## src/hdl/prq_pkg.sv

```systemverilog
`timescale 1ns / 1ps
// shared types and constants for the priority ready-queue scheduler
// no dependencies
package prq_pkg;

    localparam int ID_W     = 6;
    localparam int PRIO_W   = 2;
    localparam int STATUS_W = 3;

    localparam int PRIORITY_LEVELS_DEF = 4;
    localparam int QUEUE_DEPTH_DEF     = 16;

    localparam logic ACT_SCHEDULE   = 1'b0;
    localparam logic ACT_MAKE_READY = 1'b1;

    localparam logic [STATUS_W-1:0] ST_OK        = 3'd0;
    localparam logic [STATUS_W-1:0] ST_SWITCHED  = 3'd1;
    localparam logic [STATUS_W-1:0] ST_POSTPONED = 3'd2;
    localparam logic [STATUS_W-1:0] ST_NONE      = 3'd3;
    localparam logic [STATUS_W-1:0] ST_CONFLICT  = 3'd4;
    localparam logic [STATUS_W-1:0] ST_FULL      = 3'd5;

    typedef logic [ID_W-1:0]     pid_t;
    typedef logic [PRIO_W-1:0]   prio_t;
    typedef logic [STATUS_W-1:0] status_t;

    // controller to datapath
    typedef struct packed {
        logic capture;
        logic commit;
    } prq_cmd_t;

endpackage

```

## src/hdl/prq_in_if.sv

```systemverilog
`timescale 1ns / 1ps
// request channel: valid/ready plus one scheduler request item
// depends on prq_pkg
interface prq_in_if import prq_pkg::*; ();
    logic  valid;
    logic  ready;
    logic  action;
    pid_t  process_id;
    prio_t priority_req;
    logic  current_running;
    logic  postpone;

    modport source (
        output valid, action, process_id, priority_req, current_running, postpone,
        input  ready
    );
    modport sink (
        input  valid, action, process_id, priority_req, current_running, postpone,
        output ready
    );
endinterface

```

## src/hdl/prq_out_if.sv

```systemverilog
`timescale 1ns / 1ps
// result channel: valid/ready plus one scheduler result item
// depends on prq_pkg
interface prq_out_if import prq_pkg::*; ();
    logic    valid;
    logic    ready;
    logic    switch_needed;
    pid_t    next_process;
    pid_t    previous_process;
    status_t status;

    modport source (
        output valid, switch_needed, next_process, previous_process, status,
        input  ready
    );
    modport sink (
        input  valid, switch_needed, next_process, previous_process, status,
        output ready
    );
endinterface

```

## src/hdl/prq_ram.sv

```systemverilog
`timescale 1ns / 1ps
// generic single-write, single-read ram with registered read data
// no dependencies
module prq_ram #(
    parameter int WIDTH = 8,
    parameter int DEPTH = 16
) (
    input  logic                     clk,
    input  logic                     we,
    input  logic [$clog2(DEPTH)-1:0] waddr,
    input  logic [WIDTH-1:0]         wdata,
    input  logic                     re,
    input  logic [$clog2(DEPTH)-1:0] raddr,
    output logic [WIDTH-1:0]         rdata
);

    logic [WIDTH-1:0] mem [DEPTH];

    always_ff @(posedge clk)
    begin
        if (we)
        begin
            mem[waddr] <= wdata;
        end
        if (re)
        begin
            rdata <= mem[raddr];
        end
    end

endmodule

```

## src/hdl/prq_ctrl.sv

```systemverilog
`timescale 1ns / 1ps
// scheduler controller: request/result handshake and two-step sequencing
// depends on prq_pkg
module prq_ctrl import prq_pkg::*; (
    input  logic     clk,
    input  logic     rst_n,
    input  logic     request_valid,
    output logic     request_ready,
    output logic     result_valid,
    input  logic     result_ready,
    output prq_cmd_t cmd
);

    localparam logic S_IDLE = 1'b0;
    localparam logic S_EXEC = 1'b1;

    logic state_reg, state_next;
    logic out_valid_reg, out_valid_next;
    logic out_free;

    assign request_ready = (state_reg == S_IDLE);
    assign result_valid  = out_valid_reg;
    assign out_free      = !out_valid_reg || result_ready;

    always_comb
    begin
        cmd.capture    = request_valid && request_ready;
        cmd.commit     = 1'b0;
        state_next     = state_reg;
        out_valid_next = out_valid_reg && !result_ready;
        case (state_reg)
            S_IDLE:
            begin
                if (cmd.capture)
                begin
                    state_next = S_EXEC;
                end
            end
            S_EXEC:
            begin
                // ram data is ready here; wait only for room in the result register
                if (out_free)
                begin
                    cmd.commit     = 1'b1;
                    out_valid_next = 1'b1;
                    state_next     = S_IDLE;
                end
            end
            default:
            begin
                state_next = S_IDLE;
            end
        endcase
    end

    always_ff @(posedge clk or negedge rst_n)
    begin
        if (!rst_n)
        begin
            state_reg     <= S_IDLE;
            out_valid_reg <= 1'b0;
        end
        else
        begin
            state_reg     <= state_next;
            out_valid_reg <= out_valid_next;
        end
    end

endmodule

```

## src/hdl/prq_datapath.sv

```systemverilog
`timescale 1ns / 1ps
// scheduler datapath: per-level ring pointers, id store, running process
// depends on prq_pkg and prq_ram
module prq_datapath import prq_pkg::*; #(
    parameter int PRIORITY_LEVELS = PRIORITY_LEVELS_DEF,
    parameter int QUEUE_DEPTH     = QUEUE_DEPTH_DEF
) (
    input  logic     clk,
    input  logic     rst_n,
    input  prq_cmd_t cmd,
    input  logic     action,
    input  pid_t     process_id,
    input  prio_t    priority_req,
    input  logic     current_running,
    input  logic     postpone,
    output logic     switch_needed,
    output pid_t     next_process,
    output pid_t     previous_process,
    output status_t  status
);

    localparam int LVL_W  = $clog2(PRIORITY_LEVELS);
    localparam int PTR_W  = $clog2(QUEUE_DEPTH);
    localparam int CNT_W  = $clog2(QUEUE_DEPTH + 1);
    localparam int ENTRIES = PRIORITY_LEVELS * QUEUE_DEPTH;
    localparam int ADDR_W = $clog2(ENTRIES);

    typedef logic [LVL_W-1:0] lvl_t;
    typedef logic [PTR_W-1:0] ptr_t;
    typedef logic [CNT_W-1:0] cnt_t;

    ptr_t head_reg  [PRIORITY_LEVELS];
    ptr_t tail_reg  [PRIORITY_LEVELS];
    cnt_t count_reg [PRIORITY_LEVELS];

    pid_t running_reg;
    lvl_t run_lvl_reg;
    logic pending_reg;

    // captured item
    logic  action_reg;
    pid_t  pid_reg;
    lvl_t  prio_lvl_reg;
    logic  still_run_reg;
    logic  postpone_reg;
    logic  pop_found_reg;
    lvl_t  pop_lvl_reg;

    // result register
    logic    sw_out_reg;
    pid_t    next_out_reg;
    pid_t    prev_out_reg;
    status_t status_out_reg;

    logic  found_c;
    lvl_t  found_lvl_c;
    lvl_t  prio_lvl_c;
    logic [ADDR_W-1:0] raddr;
    pid_t  rdata;

    logic    push_en, pop_en, push_full, push_ok, sw_c, pending_next;
    lvl_t    push_lvl;
    pid_t    push_id;
    status_t status_c;
    pid_t    running_next;
    lvl_t    run_lvl_next;
    logic [ADDR_W-1:0] waddr;

    function automatic ptr_t ptr_inc(input ptr_t p);
        ptr_t r;
        if (p == ptr_t'(QUEUE_DEPTH - 1))
        begin
            r = '0;
        end
        else
        begin
            r = p + ptr_t'(1);
        end
        return r;
    endfunction

    // highest non-empty level, searched from the lowest priority upward
    always_comb
    begin
        found_c     = 1'b0;
        found_lvl_c = '0;
        for (int l = PRIORITY_LEVELS - 1; l >= 0; l--)
        begin
            if (count_reg[l] != '0)
            begin
                found_c     = 1'b1;
                found_lvl_c = lvl_t'(l);
            end
        end
    end

    // levels beyond the configured range fall to the lowest one
    always_comb
    begin
        if (int'(priority_req) >= PRIORITY_LEVELS)
        begin
            prio_lvl_c = lvl_t'(PRIORITY_LEVELS - 1);
        end
        else
        begin
            prio_lvl_c = lvl_t'(priority_req);
        end
    end

    assign raddr = ADDR_W'(int'(found_lvl_c) * QUEUE_DEPTH + int'(head_reg[found_lvl_c]));

    prq_ram #(
        .WIDTH (ID_W),
        .DEPTH (ENTRIES)
    ) u_store (
        .clk   (clk),
        .we    (cmd.commit && push_ok),
        .waddr (waddr),
        .wdata (push_id),
        .re    (cmd.capture),
        .raddr (raddr),
        .rdata (rdata)
    );

    always_comb
    begin
        push_en      = 1'b0;
        pop_en       = 1'b0;
        push_lvl     = prio_lvl_reg;
        push_id      = pid_reg;
        sw_c         = 1'b0;
        status_c     = ST_OK;
        pending_next = pending_reg;
        running_next = running_reg;
        run_lvl_next = run_lvl_reg;
        if (action_reg == ACT_MAKE_READY)
        begin
            push_en = 1'b1;
        end
        else if (postpone_reg)
        begin
            pending_next = 1'b1;
            status_c     = ST_POSTPONED;
        end
        else if (pending_reg)
        begin
            pending_next = 1'b0;
            status_c     = ST_CONFLICT;
        end
        else if (!pop_found_reg)
        begin
            status_c = still_run_reg ? ST_OK : ST_NONE;
        end
        else
        begin
            pop_en       = 1'b1;
            sw_c         = 1'b1;
            status_c     = ST_SWITCHED;
            running_next = rdata;
            run_lvl_next = pop_lvl_reg;
            if (still_run_reg)
            begin
                push_en  = 1'b1;
                push_lvl = run_lvl_reg;
                push_id  = running_reg;
            end
        end
        // a pop from the same level frees a slot before the requeue
        push_full = (count_reg[push_lvl] == cnt_t'(QUEUE_DEPTH))
                    && !(pop_en && (pop_lvl_reg == push_lvl));
        push_ok   = push_en && !push_full;
        if (push_en && push_full)
        begin
            status_c = ST_FULL;
        end
    end

    assign waddr = ADDR_W'(int'(push_lvl) * QUEUE_DEPTH + int'(tail_reg[push_lvl]));

    always_ff @(posedge clk or negedge rst_n)
    begin
        if (!rst_n)
        begin
            for (int l = 0; l < PRIORITY_LEVELS; l++)
            begin
                head_reg[l]  <= '0;
                tail_reg[l]  <= '0;
                count_reg[l] <= '0;
            end
            running_reg <= '0;
            run_lvl_reg <= lvl_t'(PRIORITY_LEVELS - 1);
            pending_reg <= 1'b0;
        end
        else if (cmd.commit)
        begin
            for (int l = 0; l < PRIORITY_LEVELS; l++)
            begin
                if (pop_en && (pop_lvl_reg == lvl_t'(l)))
                begin
                    head_reg[l] <= ptr_inc(head_reg[l]);
                end
                if (push_ok && (push_lvl == lvl_t'(l)))
                begin
                    tail_reg[l] <= ptr_inc(tail_reg[l]);
                end
                count_reg[l] <= count_reg[l]
                    + cnt_t'(push_ok && (push_lvl == lvl_t'(l)))
                    - cnt_t'(pop_en && (pop_lvl_reg == lvl_t'(l)));
            end
            running_reg <= running_next;
            run_lvl_reg <= run_lvl_next;
            pending_reg <= pending_next;
        end
    end

    always_ff @(posedge clk)
    begin
        if (cmd.capture)
        begin
            action_reg    <= action;
            pid_reg       <= process_id;
            prio_lvl_reg  <= prio_lvl_c;
            still_run_reg <= current_running;
            postpone_reg  <= postpone;
            pop_found_reg <= found_c;
            pop_lvl_reg   <= found_lvl_c;
        end
        if (cmd.commit)
        begin
            sw_out_reg     <= sw_c;
            next_out_reg   <= running_next;
            prev_out_reg   <= running_reg;
            status_out_reg <= status_c;
        end
    end

    assign switch_needed    = sw_out_reg;
    assign next_process     = next_out_reg;
    assign previous_process = prev_out_reg;
    assign status           = status_out_reg;

endmodule

```

## src/hdl/priority_ready_queue_scheduler.sv

```systemverilog
`timescale 1ns / 1ps
// priority ready-queue scheduler, one fifo of process ids per level
// id store is read at request accept; result is registered at commit once the output is free
// the next request is taken only after the current one commits (registered id store read)
// a held result stalls the commit step, and no new request is taken meanwhile
// reset: asynchronous active-low, clears all queues, running id 0 at lowest level
// depends on prq_pkg, prq_in_if, prq_out_if, prq_ctrl, prq_datapath, prq_ram
module priority_ready_queue_scheduler import prq_pkg::*; #(
    parameter int PRIORITY_LEVELS = PRIORITY_LEVELS_DEF,
    parameter int QUEUE_DEPTH     = QUEUE_DEPTH_DEF
) (
    input  logic        clk,
    input  logic        rst_n,
    prq_in_if.sink      request,
    prq_out_if.source   result
);

    prq_cmd_t cmd;

    prq_ctrl u_ctrl (
        .clk           (clk),
        .rst_n         (rst_n),
        .request_valid (request.valid),
        .request_ready (request.ready),
        .result_valid  (result.valid),
        .result_ready  (result.ready),
        .cmd           (cmd)
    );

    prq_datapath #(
        .PRIORITY_LEVELS (PRIORITY_LEVELS),
        .QUEUE_DEPTH     (QUEUE_DEPTH)
    ) u_datapath (
        .clk              (clk),
        .rst_n            (rst_n),
        .cmd              (cmd),
        .action           (request.action),
        .process_id       (request.process_id),
        .priority_req     (request.priority_req),
        .current_running  (request.current_running),
        .postpone         (request.postpone),
        .switch_needed    (result.switch_needed),
        .next_process     (result.next_process),
        .previous_process (result.previous_process),
        .status           (result.status)
    );

endmodule
```

## src/flat_wrapper.sv

```systemverilog
// flat-port wrapper written by rule: the top's interface ports become plain ports
module priority_ready_queue_scheduler_flat import prq_pkg::*;
#(
    parameter int PRIORITY_LEVELS = PRIORITY_LEVELS_DEF,
    parameter int QUEUE_DEPTH     = QUEUE_DEPTH_DEF
)
  (clk, rst_n, request_valid, request_action, request_process_id, request_priority_req, request_current_running, request_postpone, request_ready, result_valid, result_switch_needed, result_next_process, result_previous_process, result_status, result_ready);
  prq_in_if request_i ();
  prq_out_if result_i ();
  input  logic clk;
  input  logic rst_n;
  input wire logic [$bits(request_i.valid)-1:0] request_valid;
  input wire logic [$bits(request_i.action)-1:0] request_action;
  input wire logic [$bits(request_i.process_id)-1:0] request_process_id;
  input wire logic [$bits(request_i.priority_req)-1:0] request_priority_req;
  input wire logic [$bits(request_i.current_running)-1:0] request_current_running;
  input wire logic [$bits(request_i.postpone)-1:0] request_postpone;
  output wire logic [$bits(request_i.ready)-1:0] request_ready;
  output wire logic [$bits(result_i.valid)-1:0] result_valid;
  output wire logic [$bits(result_i.switch_needed)-1:0] result_switch_needed;
  output wire logic [$bits(result_i.next_process)-1:0] result_next_process;
  output wire logic [$bits(result_i.previous_process)-1:0] result_previous_process;
  output wire logic [$bits(result_i.status)-1:0] result_status;
  input wire logic [$bits(result_i.ready)-1:0] result_ready;
  assign request_i.valid = request_valid;
  assign request_i.action = request_action;
  assign request_i.process_id = request_process_id;
  assign request_i.priority_req = request_priority_req;
  assign request_i.current_running = request_current_running;
  assign request_i.postpone = request_postpone;
  assign request_ready = request_i.ready;
  assign result_valid = result_i.valid;
  assign result_switch_needed = result_i.switch_needed;
  assign result_next_process = result_i.next_process;
  assign result_previous_process = result_i.previous_process;
  assign result_status = result_i.status;
  assign result_i.ready = result_ready;
  priority_ready_queue_scheduler #(.PRIORITY_LEVELS(PRIORITY_LEVELS), .QUEUE_DEPTH(QUEUE_DEPTH)) u_core (.clk(clk), .rst_n(rst_n), .request(request_i), .result(result_i));
endmodule
```

## config.mk

```make
export PLATFORM = sky130hd
export DESIGN_NAME = priority_ready_queue_scheduler_flat
export DESIGN_NICKNAME = d
export VERILOG_FILES = /design/src/hdl/prq_pkg.sv /design/src/hdl/prq_in_if.sv /design/src/hdl/prq_out_if.sv /design/src/hdl/prq_ram.sv /design/src/hdl/prq_ctrl.sv /design/src/hdl/prq_datapath.sv /design/src/hdl/priority_ready_queue_scheduler.sv /design/src/flat_wrapper.sv
export SDC_FILE = /design/constraint.sdc
export NUM_CORES = 1
export LEC_CHECK = 0
export ABC_CLOCK_PERIOD_IN_PS = 5150
export BUFFER_PORTS_ARGS = -buffer_cell sky130_fd_sc_hd__buf_4
export CAP_MARGIN = 20
export CORE_MARGIN = 4
export CORE_UTILIZATION = 60
export CTS_CLUSTER_SIZE = 12
export DETAILED_ROUTE_END_ITERATION = 10
export HOLD_SLACK_MARGIN = 0.02
export PLACE_DENSITY = 0.77
export SKIP_CTS_REPAIR_TIMING = 1
export SLEW_MARGIN = 5
export SYNTH_ARGS = -nofsm -noshare
export SYNTH_HDL_FRONTEND = slang
export SYNTH_SLANG_ARGS = --single-unit
```

## constraint.sdc

```tcl
create_clock -name clk -period 5.15 [get_ports clk]
set_input_delay 0.2575 -clock clk [delete_from_list [all_inputs] [get_ports clk]]
set_output_delay 0.2575 -clock clk [all_outputs]
set_load 0.02 [all_outputs]
```

==> results.md <==
* Outcome: finished clean
* M1 GR Usage at 35.96%
* Simple-Gate Fraction of Synth Area at 9.947%
* Max frequency at 206.5 MHz
* GRT met3 Usage at 4.938%
* CP endpoint kind: register
* Worst EP arrival at 5.03 ns
* RSZ-0062 raised after global routing: no
* Critical path class: register to register
* Post-DP HPWL at 30.83 mm
* Number of synthesized flops with an enable pin at 420
* Routing usage on met2 at 41.47%
* H-tree depth at 2
* Crit path from: u_core.u_datapath.action_reg$_DFFE_PP_
* Syn_area_per_cell at 14.85 um^2
* Worst clock skew at 0.01611 ns
* # diodes at 0
* Slew @ Worst Pin at 0.9214 ns
* Buf/Inv on CP at 1
* CP top delay family: simple AND/OR/NAND/NOR gates
* First-pass GRT wire length at 72.40 mm
* Post-route ant nets at 0
* Via count at 12,270
* Complex-gate fraction of the synthesized area at 4.824%
* Std cell rows at 67
* Final Slew Violations at 0
* Die height at 192.8 um
* Area Growth Syn to Fin at 12.81%
* Synthesized area at 0.02049 mm^2
* Max reg flops at 384
* Hold Fails Final Rpt at 0
* Worst endpoint required time at 5.34 ns
* Post-synthesis sequential area ratio at 69.26%
* Period utilization at 94.02%
* Pre-Repair DR Iteration Count at 6
* Clk sinks at 483
* Initial drt markers at 1,312
* Final setup fails at 0
* Worst slew margin at 38.57%
* CTS Buffer Depth at 3
* Clk_lat worst skew at 0.57 ns
* Initial antenna violation count at 0
* Slowest CP cell: or4b_1
* Crit Path Max Fanout at 8
* Worst hold path class: input pin to asynchronous set/reset pin
* Largest family of logic cells by synthesized area: multiplexers
* Gr ovfl total at 0
* Prevailing post-synth register cell: edfxtp_1
* Synth Register Bits at 483
* R2r worst-path depth at 10
* Largest net degree at the start of global routing at 65
* Critical path startpoint category: register
* Vias in the first global route at 12,120
* Dpl ws at 0.3698 ns
* Synth Area in Adders at 2.345%
* Net Count, Synth at 1,431
* Leak pwr at 8.135 nW
* Io pins at 33
* Initial Utilization at 60.95%
* Final GP Congestion at 0.9269
* Clock slew at reported path FFs at 0.06 ns
* CTS buffer count at 50
* Global-route usage over all layers at 25.87%
* Final #Nets at 1,520
* RR Endpoint: u_core.u_datapath.u_store.mem[35][2]$_DFFE_PP_
* Post-route DRC at 0
* Max Cap Viol at 0
* R2R Path Start: u_core.u_datapath.action_reg$_DFFE_PP_
* CP peak stage delay at 0.67 ns
* Total Wirelength at 47.65 mm
* Critical Path, Cell by Cell: or4b_1 -> nor2_8 -> mux2i_2 -> mux4_2 -> and4b_4 -> or3_1 -> nor2_1 -> nand3b_1 -> buf_4 -> nor2_1
* Final worst setup slack at 0.3082 ns
* Chip Width at 192.8 um
* Cell variety after synth at 63
* Layout cells sized above 1 at 16.89%
* Routed vias/inst at 6.307
* Synthesized instance count at 1,380
* Cell mode on critical path: nor2_1
* Top Usage Layer GRT: met2
* Power Dens Cells at 540.2 mW/mm^2
* Setup TNS at 0 ns
* Reg2reg setup slack at 0.31 ns
* Ys Warns at 0
* VDD IR-drop max at 323.8 uV
* Die area at 0.03717 mm^2
* Core ar. at 0.03362 mm^2
* CTS tree: built
* Synth Area in XOR/XNOR at 1.111%
* Fin crit period at 4.842 ns
* Port bufs at 32
* Post-DR wirelength/cell at 24.48 um
* Post-synthesis mux area share at 10.58%
* WHS at 0.3422 ns
* Post-layout util at 68.76%
* Clk root buf: clkbuf_16
* Post-synth ARST share at 13.04%
-- placed cells by master (no fill, tap or decap), drive strengths merged, types with 5 or more instances in the layout --
cell	count
clkinv	11
a32o	5
a21oi	39
nand2	227
mux2i	53
nand3	34
ha	32
mux2	30
a32oi	13
xnor2	23
edfxtp	420
clkbuf	68
a221oi	7
inv	32
o21ai	43
nand4	23
and3	14
dfrtp	61
a31oi	13
nand2b	8
mux4	57
nor2b	7
nor4b	5
a21o	10
buf	81
nor2	103
dlygate4sd3	14
-- cell type report --
type                            instances  area (um^2)
Timing Repair Buffer                   95        805.8
Multi-Input combinational cell        807         5957
Inverter                               32        120.1
Clock inverter                         13        120.1
Clock buffer                           68         1359
Tap cell                              448        560.5
Fill cell                            2179        10500
Sequential cell                       483        14190
-- cell families after synthesis --
group | Yosys count
DFF | 483
and+or+nand+nor | 450
AOI/OAI and AO/OA | 155
muxes | 140
buffers and inverters | 90
adders and majority gates | 36
xor gates and xnor gates | 26
-- per-stage QoR --
stage | power (mW) | instances | cell area, um^2
2_1_floorplan | 7.852 | 1380 | 20490
3_3_place_gp | 9.107 | 1850 | 21480
3_5_place_dp | 9.198 | 1851 | 21490
4_1_cts | 12.50 | 1932 | 22970
5_1_grt | 13.05 | 1946 | 23110
6_report | 12.49 | 1946 | 23110
-- power by group --
group | total [mW] | switching [mW] | internal, mW
clock | 3.31 | 1.42 | 1.89
sequential | 5.16 | 0.315 | 4.84
combinational | 4.02 | 2.39 | 1.63
total | 12.5 | 4.12 | 8.36
-- metal layers --
layer,part of all wire (%),vias to the layer above,routed length (um)
li1,-,5406,-
met1,39,6051,18550
met2,48,704,23000
met3,9.5,112,4543
met4,3.3,0,1558
met5,0,-,0
-- how the worst max path moves through the flow --
stage	end	slack, ns	cells past startpoint
3_3_place_gp	u_core.u_datapath.u_store.mem[35][0]$_DFFE_PP_	0.46	12
6_report	u_core.u_datapath.u_store.mem[35][2]$_DFFE_PP_	0.31	10
4_1_cts	u_core.u_datapath.u_store.mem[35][0]$_DFFE_PP_	0.33	10
2_1_floorplan	u_core.u_datapath.count_reg[14]$_DFFE_PN0P_	0.83	18
5_1_grt	u_core.u_datapath.u_store.mem[35][0]$_DFFE_PP_	0.08	12
3_5_place_dp	u_core.u_datapath.u_store.mem[35][0]$_DFFE_PP_	0.37	10
-- Yosys cell counts (7+ instances only) --
cell type	instances	share of area (%)
a21o_1	10	0.37
a21oi_1	39	0.95
a221oi_1	7	0.30
a31oi_1	13	0.40
a32oi_1	13	0.56
and3_1	14	0.43
buf_2	17	0.42
clkbuf_1	30	0.55
dfrtp_1	61	7.4
edfxtp_1	420	62
ha_1	32	2.0
inv_1	30	0.55
mux2_2	30	1.6
mux2i_1	49	2.4
mux4_2	57	6.3
nand2_1	227	4.2
nand2b_1	8	0.24
nand3_1	34	0.83
nand4_1	23	0.70
nor2_1	99	1.8
nor2b_1	7	0.21
o21ai_0	41	1.0
xnor2_1	23	0.98
Note: power is estimated with default switching activity, not from simulation.
